==> src/rtl/core/pqd_pkg.sv <==
// ----------------------------------------------------------------------------
// pqd_pkg
// Shared widths, constants and transfer types of the packed quaternion decoder.
// ----------------------------------------------------------------------------
`timescale 1ns / 1ps
`default_nettype none

package pqd_pkg;

    // Packed word layout.
    localparam int PACKED_W    = 40;
    localparam int FIELD_W     = 12;
    localparam int N_FIELDS    = 3;
    localparam int SLOT_LSB    = 36;
    localparam int NEG_BIT     = 38;

    // Component scaling: q = floor((d * K + 2^17) / 2^18), d = field - 2049.
    localparam int D_W         = FIELD_W + 1;
    localparam int K_W         = 22;
    localparam int PROD_W      = D_W + K_W;
    localparam int FRAC_SHIFT  = 18;
    localparam logic signed [D_W-1:0]    FIELD_BIAS = 13'sd2049;
    localparam logic signed [K_W-1:0]    SCALE_K    = 22'sd1483636;
    localparam logic signed [PROD_W-1:0] ROUND_HALF = 35'sd131072;

    // Scaled component, its square and the radicand.
    localparam int Q_W         = 15;
    localparam int SQ_W        = 28;
    localparam int SUM_W       = 30;
    localparam int RAD_W       = 29;
    localparam logic [SUM_W-1:0] ONE_Q28 = 30'd268435456;

    // Square root datapath.
    localparam int SQRT_W      = 30;
    localparam int SQRT_STEPS  = 15;
    localparam int SQRT_MSB    = 28;
    localparam int SQRT_STEPS_PER_STAGE = 4;

    // Result component width, signed Q1.14.
    localparam int COMP_W      = 16;

    typedef struct packed {
        logic [SQRT_W-1:0] rem;
        logic [SQRT_W-1:0] root;
    } t_sqrt;

    // Everything that rides alongside the square root.
    typedef struct packed {
        logic [N_FIELDS-1:0][Q_W-1:0] q;
        logic [1:0]                   slot;
        logic                         neg;
        logic                         clamped;
    } t_side;

endpackage

`default_nettype wire

==> src/rtl/core/pqd_front.sv <==
// ----------------------------------------------------------------------------
// pqd_front
// Three-stage front end: scale the fields, square them, form the radicand.
// ----------------------------------------------------------------------------
`timescale 1ns / 1ps
`default_nettype none

module pqd_front import pqd_pkg::*; (
    input  wire logic                i_clk,
    input  wire logic                i_rst_n,
    input  wire logic                i_valid,
    input  wire logic [PACKED_W-1:0] i_word,
    output logic                     o_valid,
    output t_sqrt                    o_sqrt,
    output t_side                    o_side
);

    logic [2:0]                    r_valid;
    logic [N_FIELDS-1:0][Q_W-1:0]  n_q;
    logic [N_FIELDS-1:0][Q_W-1:0]  r_q1;
    logic [N_FIELDS-1:0][Q_W-1:0]  r_q2;
    logic [N_FIELDS-1:0][SQ_W-1:0] n_sq;
    logic [N_FIELDS-1:0][SQ_W-1:0] r_sq;
    logic [1:0]                    r_slot1;
    logic [1:0]                    r_slot2;
    logic                          r_neg1;
    logic                          r_neg2;
    logic [SUM_W-1:0]              n_sum;
    logic                          n_clamped;
    logic [RAD_W-1:0]              n_rad;
    t_sqrt                         r_sqrt;
    t_side                         r_side;

    genvar g_lane;
    generate
        for (g_lane = 0; g_lane < N_FIELDS; g_lane++) begin : g_lanes
            logic signed [D_W-1:0]    d;
            logic signed [PROD_W-1:0] prod;
            logic signed [PROD_W-1:0] shifted;
            logic signed [2*Q_W-1:0]  sq;

            // Arithmetic shift of the biased product gives the floor.
            assign d       = $signed({1'b0, i_word[g_lane*FIELD_W +: FIELD_W]}) - FIELD_BIAS;
            assign prod    = PROD_W'(d) * SCALE_K + ROUND_HALF;
            assign shifted = prod >>> FRAC_SHIFT;
            assign n_q[g_lane] = shifted[Q_W-1:0];

            assign sq = $signed(r_q1[g_lane]) * $signed(r_q1[g_lane]);
            assign n_sq[g_lane] = sq[SQ_W-1:0];
        end
    endgenerate

    always_comb begin
        n_sum     = SUM_W'(r_sq[0]) + SUM_W'(r_sq[1]) + SUM_W'(r_sq[2]);
        n_clamped = n_sum > ONE_Q28;
        n_rad     = n_clamped ? '0 : RAD_W'(ONE_Q28 - n_sum);
    end

    always_ff @(posedge i_clk) begin
        if (!i_rst_n) begin
            r_valid <= '0;
        end else begin
            r_valid <= {r_valid[1:0], i_valid};
        end
    end

    always_ff @(posedge i_clk) begin
        r_q1           <= n_q;
        r_slot1        <= i_word[SLOT_LSB +: 2];
        r_neg1         <= i_word[NEG_BIT];
        r_q2           <= r_q1;
        r_sq           <= n_sq;
        r_slot2        <= r_slot1;
        r_neg2         <= r_neg1;
        r_sqrt.rem     <= SQRT_W'(n_rad);
        r_sqrt.root    <= '0;
        r_side.q       <= r_q2;
        r_side.slot    <= r_slot2;
        r_side.neg     <= r_neg2;
        r_side.clamped <= n_clamped;
    end

    assign o_valid = r_valid[2];
    assign o_sqrt  = r_sqrt;
    assign o_side  = r_side;

endmodule

`default_nettype wire

==> src/rtl/core/pqd_sqrt.sv <==
// ----------------------------------------------------------------------------
// pqd_sqrt
// Pipelined digit-by-digit integer square root, a few steps per stage.
// ----------------------------------------------------------------------------
`timescale 1ns / 1ps
`default_nettype none

module pqd_sqrt import pqd_pkg::*; #(
    parameter int P_STEPS = SQRT_STEPS_PER_STAGE
) (
    input  wire logic  i_clk,
    input  wire logic  i_rst_n,
    input  wire logic  i_valid,
    input  wire t_sqrt i_sqrt,
    input  wire t_side i_side,
    output logic       o_valid,
    output t_sqrt      o_sqrt,
    output t_side      o_side
);

    localparam int N_STAGES = (SQRT_STEPS + P_STEPS - 1) / P_STEPS;

    function automatic logic [SQRT_W-1:0] step_bit(input int idx);
        return SQRT_W'(1) << (SQRT_MSB - 2 * idx);
    endfunction

    // One restoring step: try root + bit against the remainder.
    function automatic t_sqrt sqrt_step(input t_sqrt st, input logic [SQRT_W-1:0] bv);
        t_sqrt             res;
        logic [SQRT_W-1:0] trial;
        trial = st.root + bv;
        if (st.rem >= trial) begin
            res.rem  = st.rem - trial;
            res.root = (st.root >> 1) + bv;
        end else begin
            res.rem  = st.rem;
            res.root = st.root >> 1;
        end
        return res;
    endfunction

    logic  v_q    [N_STAGES+1];
    t_sqrt sqrt_q [N_STAGES+1];
    t_side side_q [N_STAGES+1];

    assign v_q[0]    = i_valid;
    assign sqrt_q[0] = i_sqrt;
    assign side_q[0] = i_side;

    genvar g_st;
    generate
        for (g_st = 0; g_st < N_STAGES; g_st++) begin : g_stages
            t_sqrt n_sqrt;
            logic  r_valid;
            t_sqrt r_sqrt;
            t_side r_side;

            always_comb begin
                n_sqrt = sqrt_q[g_st];
                for (int j = 0; j < P_STEPS; j++) begin
                    if (g_st * P_STEPS + j < SQRT_STEPS) begin
                        n_sqrt = sqrt_step(n_sqrt, step_bit(g_st * P_STEPS + j));
                    end
                end
            end

            always_ff @(posedge i_clk) begin
                if (!i_rst_n) begin
                    r_valid <= 1'b0;
                end else begin
                    r_valid <= v_q[g_st];
                end
            end

            always_ff @(posedge i_clk) begin
                r_sqrt <= n_sqrt;
                r_side <= side_q[g_st];
            end

            assign v_q[g_st+1]    = r_valid;
            assign sqrt_q[g_st+1] = r_sqrt;
            assign side_q[g_st+1] = r_side;
        end
    endgenerate

    assign o_valid = v_q[N_STAGES];
    assign o_sqrt  = sqrt_q[N_STAGES];
    assign o_side  = side_q[N_STAGES];

endmodule

`default_nettype wire

==> src/rtl/core/pqd_place.sv <==
// ----------------------------------------------------------------------------
// pqd_place
// Rounds the root, applies the sign and places the four components.
// ----------------------------------------------------------------------------
`timescale 1ns / 1ps
`default_nettype none

module pqd_place import pqd_pkg::*; (
    input  wire logic                      i_clk,
    input  wire logic                      i_rst_n,
    input  wire logic                      i_valid,
    input  wire t_sqrt                     i_sqrt,
    input  wire t_side                     i_side,
    output logic                           o_valid,
    output logic signed [COMP_W-1:0]       o_comp_x,
    output logic signed [COMP_W-1:0]       o_comp_y,
    output logic signed [COMP_W-1:0]       o_comp_z,
    output logic signed [COMP_W-1:0]       o_comp_w,
    output logic                           o_clamped
);

    logic [COMP_W-1:0]              w_mag;
    logic signed [COMP_W-1:0]       w_val;
    logic signed [COMP_W-1:0]       qa;
    logic signed [COMP_W-1:0]       qb;
    logic signed [COMP_W-1:0]       qc;
    logic [3:0][COMP_W-1:0]         n_slots;
    logic                           r_valid;
    logic [3:0][COMP_W-1:0]         r_slots;
    logic                           r_clamped;

    always_comb begin
        // Round to nearest: step up when the remainder exceeds the root.
        w_mag = COMP_W'(i_sqrt.root) + COMP_W'(i_sqrt.rem > i_sqrt.root);
        w_val = i_side.neg ? -$signed(w_mag) : $signed(w_mag);
        qa    = COMP_W'($signed(i_side.q[0]));
        qb    = COMP_W'($signed(i_side.q[1]));
        qc    = COMP_W'($signed(i_side.q[2]));
        unique case (i_side.slot)
            2'd0:    n_slots = {qc, qb, qa, w_val};
            2'd1:    n_slots = {qc, qb, w_val, qa};
            2'd2:    n_slots = {qc, w_val, qb, qa};
            default: n_slots = {w_val, qc, qb, qa};
        endcase
    end

    always_ff @(posedge i_clk) begin
        if (!i_rst_n) begin
            r_valid <= 1'b0;
        end else begin
            r_valid <= i_valid;
        end
    end

    always_ff @(posedge i_clk) begin
        r_slots   <= n_slots;
        r_clamped <= i_side.clamped;
    end

    assign o_valid   = r_valid;
    assign o_comp_x  = $signed(r_slots[0]);
    assign o_comp_y  = $signed(r_slots[1]);
    assign o_comp_z  = $signed(r_slots[2]);
    assign o_comp_w  = $signed(r_slots[3]);
    assign o_clamped = r_clamped;

endmodule

`default_nettype wire

==> src/rtl/core/packed_quaternion_decoder_40bit.sv <==
// ----------------------------------------------------------------------------
// packed_quaternion_decoder_40bit
// Smallest-three rotation decoder for one 40-bit packed word per transfer.
// ----------------------------------------------------------------------------
//
//  Channel  Direction  Signals                               Handshake
//  -------  ---------  ------------------------------------  ----------------
//  input    in         i_packed_value                        start && !busy
//  result   out        o_comp_x/y/z/w, o_radicand_clamped    o_valid strobe
//
// One word can be taken every clock cycle, so busy is held low. Each result
// appears on o_valid once its start transfer has passed 3 front-end stages,
// ceil(15 / P_SQRT_STEPS) square root stages and one output stage, with the
// default of four root steps per stage. The square root pipeline sets that
// depth. Reset is synchronous and clears only the valid bits; the receiver
// cannot stall, so results flow out unconditionally and nothing is held or
// dropped.
// ----------------------------------------------------------------------------
`timescale 1ns / 1ps
`default_nettype none

module packed_quaternion_decoder_40bit import pqd_pkg::*; #(
    // Square root steps per pipeline stage, 1 to 8.
    parameter int P_SQRT_STEPS = SQRT_STEPS_PER_STAGE
) (
    input  wire logic                  i_clk,
    input  wire logic                  i_rst_n,
    input  wire logic                  start,
    output logic                       busy,
    input  wire logic [PACKED_W-1:0]   i_packed_value,
    output logic                       o_valid,
    output logic signed [COMP_W-1:0]   o_comp_x,
    output logic signed [COMP_W-1:0]   o_comp_y,
    output logic signed [COMP_W-1:0]   o_comp_z,
    output logic signed [COMP_W-1:0]   o_comp_w,
    output logic                       o_radicand_clamped
);

    localparam int SQRT_STAGES = (SQRT_STEPS + P_SQRT_STEPS - 1) / P_SQRT_STEPS;
    localparam int LATENCY     = 3 + SQRT_STAGES + 1;

    logic  front_valid;
    t_sqrt front_sqrt;
    t_side front_side;
    logic  root_valid;
    t_sqrt root_sqrt;
    t_side root_side;

    // The pipeline never backs up, so every start is a transfer.
    assign busy = 1'b0;

    // Stages 1 to 3: scale the three fields, square them, and form the
    // clamped radicand 1.0 - sum of squares in Q2.28.
    pqd_front u_front (
        .i_clk   (i_clk),
        .i_rst_n (i_rst_n),
        .i_valid (start),
        .i_word  (i_packed_value),
        .o_valid (front_valid),
        .o_sqrt  (front_sqrt),
        .o_side  (front_side)
    );

    // Fifteen restoring square root steps, spread over the root stages.
    // The scaled components, slot and sign travel along with each word.
    pqd_sqrt #(
        .P_STEPS (P_SQRT_STEPS)
    ) u_sqrt (
        .i_clk   (i_clk),
        .i_rst_n (i_rst_n),
        .i_valid (front_valid),
        .i_sqrt  (front_sqrt),
        .i_side  (front_side),
        .o_valid (root_valid),
        .o_sqrt  (root_sqrt),
        .o_side  (root_side)
    );

    // Final stage: round the root, negate it if asked, and put it into its
    // slot while the three decoded components fill the others in order.
    pqd_place u_place (
        .i_clk     (i_clk),
        .i_rst_n   (i_rst_n),
        .i_valid   (root_valid),
        .i_sqrt    (root_sqrt),
        .i_side    (root_side),
        .o_valid   (o_valid),
        .o_comp_x  (o_comp_x),
        .o_comp_y  (o_comp_y),
        .o_comp_z  (o_comp_z),
        .o_comp_w  (o_comp_w),
        .o_clamped (o_radicand_clamped)
    );

`ifndef SYNTHESIS
    // Every result strobe goes back to a matching earlier start.
    a_result_has_start: assert property (@(posedge i_clk) disable iff (!i_rst_n)
        o_valid |-> $past(start, LATENCY))
        else $error("result strobe without matching start");

    // A clamped radicand leaves a zero in the slot of the computed component.
    a_clamp_gives_zero: assert property (@(posedge i_clk) disable iff (!i_rst_n)
        (o_valid && o_radicand_clamped) |->
            (o_comp_x == 0 || o_comp_y == 0 || o_comp_z == 0 || o_comp_w == 0))
        else $error("clamped radicand but no zero component");

    // All components stay within plus or minus 1.0 in Q1.14.
    a_comp_range: assert property (@(posedge i_clk) disable iff (!i_rst_n)
        o_valid |-> (o_comp_x >= -16384 && o_comp_x <= 16384 &&
                     o_comp_y >= -16384 && o_comp_y <= 16384 &&
                     o_comp_z >= -16384 && o_comp_z <= 16384 &&
                     o_comp_w >= -16384 && o_comp_w <= 16384))
        else $error("component out of Q1.14 unit range");
`endif

endmodule

`default_nettype wire

==> config.mk <==
export PLATFORM = sky130hd
export DESIGN_NAME = packed_quaternion_decoder_40bit
export DESIGN_NICKNAME = d
export VERILOG_FILES = /design/src/rtl/core/pqd_pkg.sv /design/src/rtl/core/pqd_front.sv /design/src/rtl/core/pqd_sqrt.sv /design/src/rtl/core/pqd_place.sv /design/src/rtl/core/packed_quaternion_decoder_40bit.sv
export SDC_FILE = /design/constraint.sdc
export NUM_CORES = 2
export LEC_CHECK = 0
export ABC_AREA = 0
export ABC_CLOCK_PERIOD_IN_PS = 21500
export BUFFER_PORTS_ARGS = -buffer_cell sky130_fd_sc_hd__buf_2
export CAP_MARGIN = 5
export CORE_MARGIN = 3
export CORE_UTILIZATION = 40
export CTS_CLUSTER_DIAMETER = 30
export DETAILED_ROUTE_END_ITERATION = 10
export SLEW_MARGIN = 30
export SYNTH_ARGS = -nofsm -noshare
export SYNTH_HDL_FRONTEND = slang
export SYNTH_SLANG_ARGS = --single-unit
export TNS_END_PERCENT = 100
==> constraint.sdc <==
create_clock -name i_clk -period 21.5 [get_ports i_clk]
set_input_delay 3.225 -clock i_clk [delete_from_list [all_inputs] [get_ports i_clk]]
set_output_delay 3.225 -clock i_clk [all_outputs]
set_load 0.02 [all_outputs]
==> Yosys cells after proc, flatten, opt, wreduce, memory -nomap -nowiden <==
Index checks and enable logic that the tools add are counted.
W data, S select, Z words.
{ "totals": {"ff_bits": 767, "in_bits": 43, "output_inout_bits": 67, "elab_cells": 164} }
{ "op_classes": {"addsub": 54, "n_mul": 6, "n_lt_le_gt_ge": 17, "eq_ne": 2, "muxes": 17, "n_reduce_logical": 1} }
{ "op_table": {"columns": ["cell", "count"], "rows": [
  ["$mux W60", 15],
  ["$ge A30 B30 Y1", 14],
  ["$sub A30 B30 Y30", 14],
  ["$pmux W64 S3", 1],
  ["$add A33 B19 Y33 const B", 3],
  ["$mul A13 B20 Y31 const B", 3],
  ["$mul A15 B15 Y28", 3],
  ["$sub A12 B12 Y13 const B", 3],
  ["$add A29 B1 Y30 const B", 1],
  ["$add A29 B11 Y30 const B", 1],
  ["$add A29 B13 Y30 const B", 1],
  ["$add A29 B15 Y30 const B", 1],
  ["$add A29 B17 Y30 const B", 1],
  ["$add A29 B19 Y30 const B", 1],
  ["$add A29 B21 Y30 const B", 1],
  ["$add A29 B23 Y30 const B", 1],
  ["$add A29 B25 Y30 const B", 1],
  ["$add A29 B27 Y30 const B", 1],
  ["$add A29 B28 Y30", 1],
  ["$add A29 B3 Y30 const B", 1],
  ["$add A29 B5 Y30 const B", 1],
  ["$add A29 B7 Y30 const B", 1],
  ["$add A29 B9 Y30 const B", 1],
  ["$add A30 B1 Y30 const B", 1],
  ["other kinds (25)", 25]
]} }

==> Logic depth before layout (Yosys ltp) <==
{ "depth": {"word_depth": 12, "depth_mapped": 49, "depth_no_buf": 43} }

==> By module <==
Synthesis repeated with hierarchy kept, for this count alone.
{ "hier_totals": {"hier_cells": 10483, "hier_area_um2": 91405.2} }
{ "by_module_without_submodules": {"columns": ["mod", "instances", "cells_each", "area_per_inst_um2", "seq_area_each_um2"], "rows": [
  ["pqd_sqrt", 1, 5613, 43995.9, 8808.4],
  ["pqd_front", 1, 4395, 43571.8, 5104.9],
  ["pqd_place", 1, 473, 3826.2, 1321.3],
  ["packed_quaternion_decoder_40bit", 1, 2, 11.3, 0.0]
]} }

==> Worst setup path after synthesis <==
No wires, ideal clock.
{ "synth_timing": {"kind": "input to register", "startpoint": "in i_packed_value[12]", "endpoint": "reg u_front.r_q1[28] in the netlist's numbering", "setup_time_ns": 0.072, "t_arrival_ns": 11.495, "required_ns": 21.428, "path_slack_ns": 9.933, "path_stages": 28, "path_buffers": 0, "cell_sequence": "inv_1 > ha_1 > nand2_1 > or3_1 > xnor2_1 > inv_1 > fa_1 > inv_1 > fa_1 > fa_1 > fa_1 > fa_1 > fa_1 > ha_1 > a2111o_1 > a2111oi_0 > o31a_1 > a211oi_1 > o21a_1 > o41a_1 > a41oi_1 > a21boi_0 > nand3_1 > or4b_2 > nor2_1 > a21oi_1 > o21ai_0 > xor2_1"} }
{ "synth_between": {"elab_chain_cells": 3} }
{ "synth_rtl": {"columns": ["element", "line", "rtl"], "rows": [
  ["from (decl)", "packed_quaternion_decoder_40bit.sv:30", "input wire logic [PACKED_W-1:0] i_packed_value,"],
  ["$sub A12 B12 Y13", "pqd_front.sv:43", "assign d = $signed({1'b0, i_word[g_lane*FIELD_W +: FIELD_W]}) - FIELD_BIAS;"],
  ["$mul A13 B20 Y31", "pqd_front.sv:44", "assign prod = PROD_W'(d) * SCALE_K + ROUND_HALF;"],
  ["$add A33 B19 Y33", "pqd_front.sv:44", null],
  ["net u_front.g_lanes[1].prod[31]", "pqd_front.sv:38", "logic signed [PROD_W-1:0] prod;"],
  ["to (signal assigned)", "pqd_front.sv:68", "r_q1 <= n_q;"],
  ["to (decl)", "pqd_front.sv:20", "logic [N_FIELDS-1:0][Q_W-1:0] r_q1;"]
]} }
The timed path passes the listed nets, and every way through them passes these cells.
A chain may end at the register's enable or synchronous reset.

==> out/metrics.cfg <==
[timing]
worst-slew-pin-transition_ps=978
report.final.hold_viol_count=0
grt_setup_unrepaired=false
setup_violation_total_in_the_final_timing_report=0
min_period_over_period_pct=57.2
timing.clock.skew_ps=56.2
fmax_ghz=0.0814
setup-tns-final_ps=0
timing.hold.ws_ps=302
slew_headroom_pct=34.7
post-route-min-period_ps=12290
final_max_slew_viol_count=0

[routing]
postRouteAntennaNets=0
wl_um=138000
drtIter0Drc=2033
drt_pre_antenna_iters=6
route.detailed.wl_per_inst_um=15.5
post_drt_via_cell_ratio=4.94
detailroute.via_count=44000
drc=0

[clock_tree]
cts_root_buffer=clkbuf_16
postCtsSetupBuffers=0
tritoncts_clock_tree=yes
max-clock-path-buffers=3
worst_skew_pair.late_latency_ps=750
cts.hold.buffers_added=0
numCtsBuffers=134
htree_num_levels=4
clk_slew_on_worst_s_h_paths_ps=60
cts_resized=0
clkSinkCount=680

[floorplanning]
floorplan.die_area_um2=163000
placementRows=145
die_w_um=404
initial_utilization_pct=40.4
floorplan.io_pins=110
die_h_um=404
design.core.area_um2=157000

[synthesis]
synth.avg_cell_area_um2=9.61
postSynthCellCount=6595
seq_area_frac_synth_pct=21.5
postSynthRegisterBits=680
synth.yosys.warnings=0
synth-async-reset-ratio_pct=0
syn_area_um2=63400
synth-main-ff-cell=dfxtp_1
synth_edf_count=0
synth.distinct_cells=103

[grt]
global_route.usage.met3_pct=2.32
vias_in_the_first_global_route=46800
grt_overflow=0
groute.layer.met1.usage_pct=22.1
grt.met2_usage_pct=30.9
antenna_found_initial=0
grt_usage_pct=17.5
wire_length_of_the_first_global_routing_pass_um=233000
grt_start_max_net_pins=64
globalRoute.busiestLayer=met2

[worst_setup_path]
slowest_stage=nand2_1
worstPathRequired_ps=22120
worst_setup_path_start_kind=flip-flop
criticalPathCategory=reg -> reg
critical_path_endpoint_category=flip-flop
cpPeakStageDelay_ps=600
regToRegSetupSlack_ps=9210
timing.critical_path.mode_cell=nand2_1
worst_ep_arrival_time_ps=12910
cp_max_fo=22

[finish]
synthToLayoutAreaGrowth_pct=12.3
stdcell_count=8918
mostFrequentLayoutCell=inv_1
finalInstanceArea_um2=71200
antenna_cells=0
fin_nets=8414
fraction_of_layout_instances_using_a_drive_strength_above_1_pct=6.90
layout_common_cells=1,228 x inv_1, 841 x fa_1, 782 x ha_1

[placement]
gp_congestion=0.882
placedCellCount=8670
placement.cell_area_um2=66200
detailed_place_hpwl_um=115000
port_bufs=107

[worst_hold_path]
hp-class=reg -> reg

[run]
maxCapViolCount=0

[status]
result_of_the_run=finished, final reports clean

==> Yosys cell counts (8+ instances only) <==
| cell | number | area, µm² |
|---|---|---|
| o31ai_1 | 17 | 128 |
| a31oi_1 | 31 | 194 |
| inv_1 | 1228 | 4610 |
| nand3b_1 | 16 | 120 |
| a2111oi_0 | 10 | 87.6 |
| and2_1 | 151 | 945 |
| ha_1 | 782 | 9780 |
| o21a_1 | 46 | 345 |
| nand2_1 | 439 | 1650 |
| a21o_1 | 97 | 728 |
| mux2_2 | 22 | 248 |
| nand4_1 | 46 | 288 |
| nor4_1 | 34 | 213 |
| or2_2 | 22 | 138 |
| o211a_1 | 8 | 80.1 |
| a221oi_1 | 9 | 78.8 |
| o21bai_1 | 40 | 300 |
| a211oi_1 | 27 | 203 |
| nor3b_1 | 10 | 75.1 |
| o211ai_1 | 22 | 165 |
| o21ai_0 | 173 | 866 |
| o31a_1 | 9 | 78.8 |
| or4_1 | 19 | 143 |
| mux2i_1 | 19 | 190 |
| clkbuf_1 | 99 | 372 |
| nor2_1 | 374 | 1400 |
| and4_1 | 9 | 78.8 |
| a211o_1 | 8 | 70.1 |
| nand3_1 | 85 | 425 |
| xor2_1 | 162 | 1420 |
| a21boi_0 | 11 | 82.6 |
| and3_1 | 41 | 257 |
| xnor2_1 | 325 | 2850 |
| nand2b_1 | 61 | 382 |
| or3_1 | 35 | 219 |
| nor2b_1 | 42 | 263 |
| dfxtp_1 | 680 | 13600 |
| nor3_1 | 94 | 470 |
| a21oi_1 | 271 | 1360 |
| a221o_1 | 9 | 90.1 |
| fa_1 | 841 | 16800 |
==> logic make-up after synthesis <==
group           count (synthesis)  synth area share, %
compound gates                878                 8.97
xor+xnor                      491                 6.85
fa+ha+maj                    1624                 42.0
buf+inv                      1356                 8.10
flops                         680                 21.5
mux                            46                0.809
other cells                     2               0.0118
simple gates                 1518                 11.8
==> critical path, delay by kind of cell (launching register included) <==
kind | cells | cell delay (ps)
buf+inv | 6 | 1610
xor+xnor | 1 | 260
compound gates | 13 | 3910
flops | 1 | 430
simple gates | 18 | 4410
fa+ha+maj | 4 | 1510
==> layout make-up <==
| type | count | area, µm² |
|---|---|---|
| clock buffer | 148 | 3480 |
| clock inverter | 100 | 1440 |
| fill | 15000 | 85600 |
| inverter | 1238 | 4650 |
| multi-input combinational | 4561 | 44700 |
| sequential | 680 | 13600 |
| tap | 2058 | 2570 |
| timing repair buffer | 133 | 731 |
==> through the flow <==
| step | utilization (%) | setup slack (ps) |
|---|---|---|
| 6_report | 45.4 | 9210 |
| 5_1_grt | 45.4 | 8180 |
| 4_1_cts | 45.4 | 9310 |
| 3_5_place_dp | 42.2 | 8620 |
| 3_3_place_gp | 42.2 | 8760 |
| 2_1_floorplan | - | 9930 |
==> state kept, by name, indices dropped and copies added (netlist names), 29 cells and up <==
register	cells
u_sqrt.o_side	49
u_sqrt.g_stages.r_sqrt	114
u_front.r_q2	45
u_front.r_sq	78
u_front.o_side	49
u_front.o_sqrt	29
u_sqrt.g_stages.r_side	147
u_front.r_q1	45
u_sqrt.o_sqrt	45
==> layer usage <==
metal / wire length (µm) / share of wire [%]
met2: 68700 / 50
met4: 3800 / 2.8
met1: 61100 / 44
met5: 0 / 0
met3: 4550 / 3.3
==> path summary, 6_finish.rpt <==
| kind | cells after the start | from | endpoint |
|---|---|---|---|
| min | 0 | u_front.r_q2[38] | u_front.o_side[42] |
| max | 42 | u_sqrt.g_stages[1].r_sqrt[14] | u_sqrt.g_stages[2].r_sqrt[51] |
| min reg2reg | 0 | u_front.r_q2[38] | u_front.o_side[42] |
| max reg2reg | 42 | u_sqrt.g_stages[1].r_sqrt[14] | u_sqrt.g_stages[2].r_sqrt[51] |
Power is left out: the tool's default activity adds up to more than one toggle a clock period on the data nets, which glitch-free logic cannot reach.
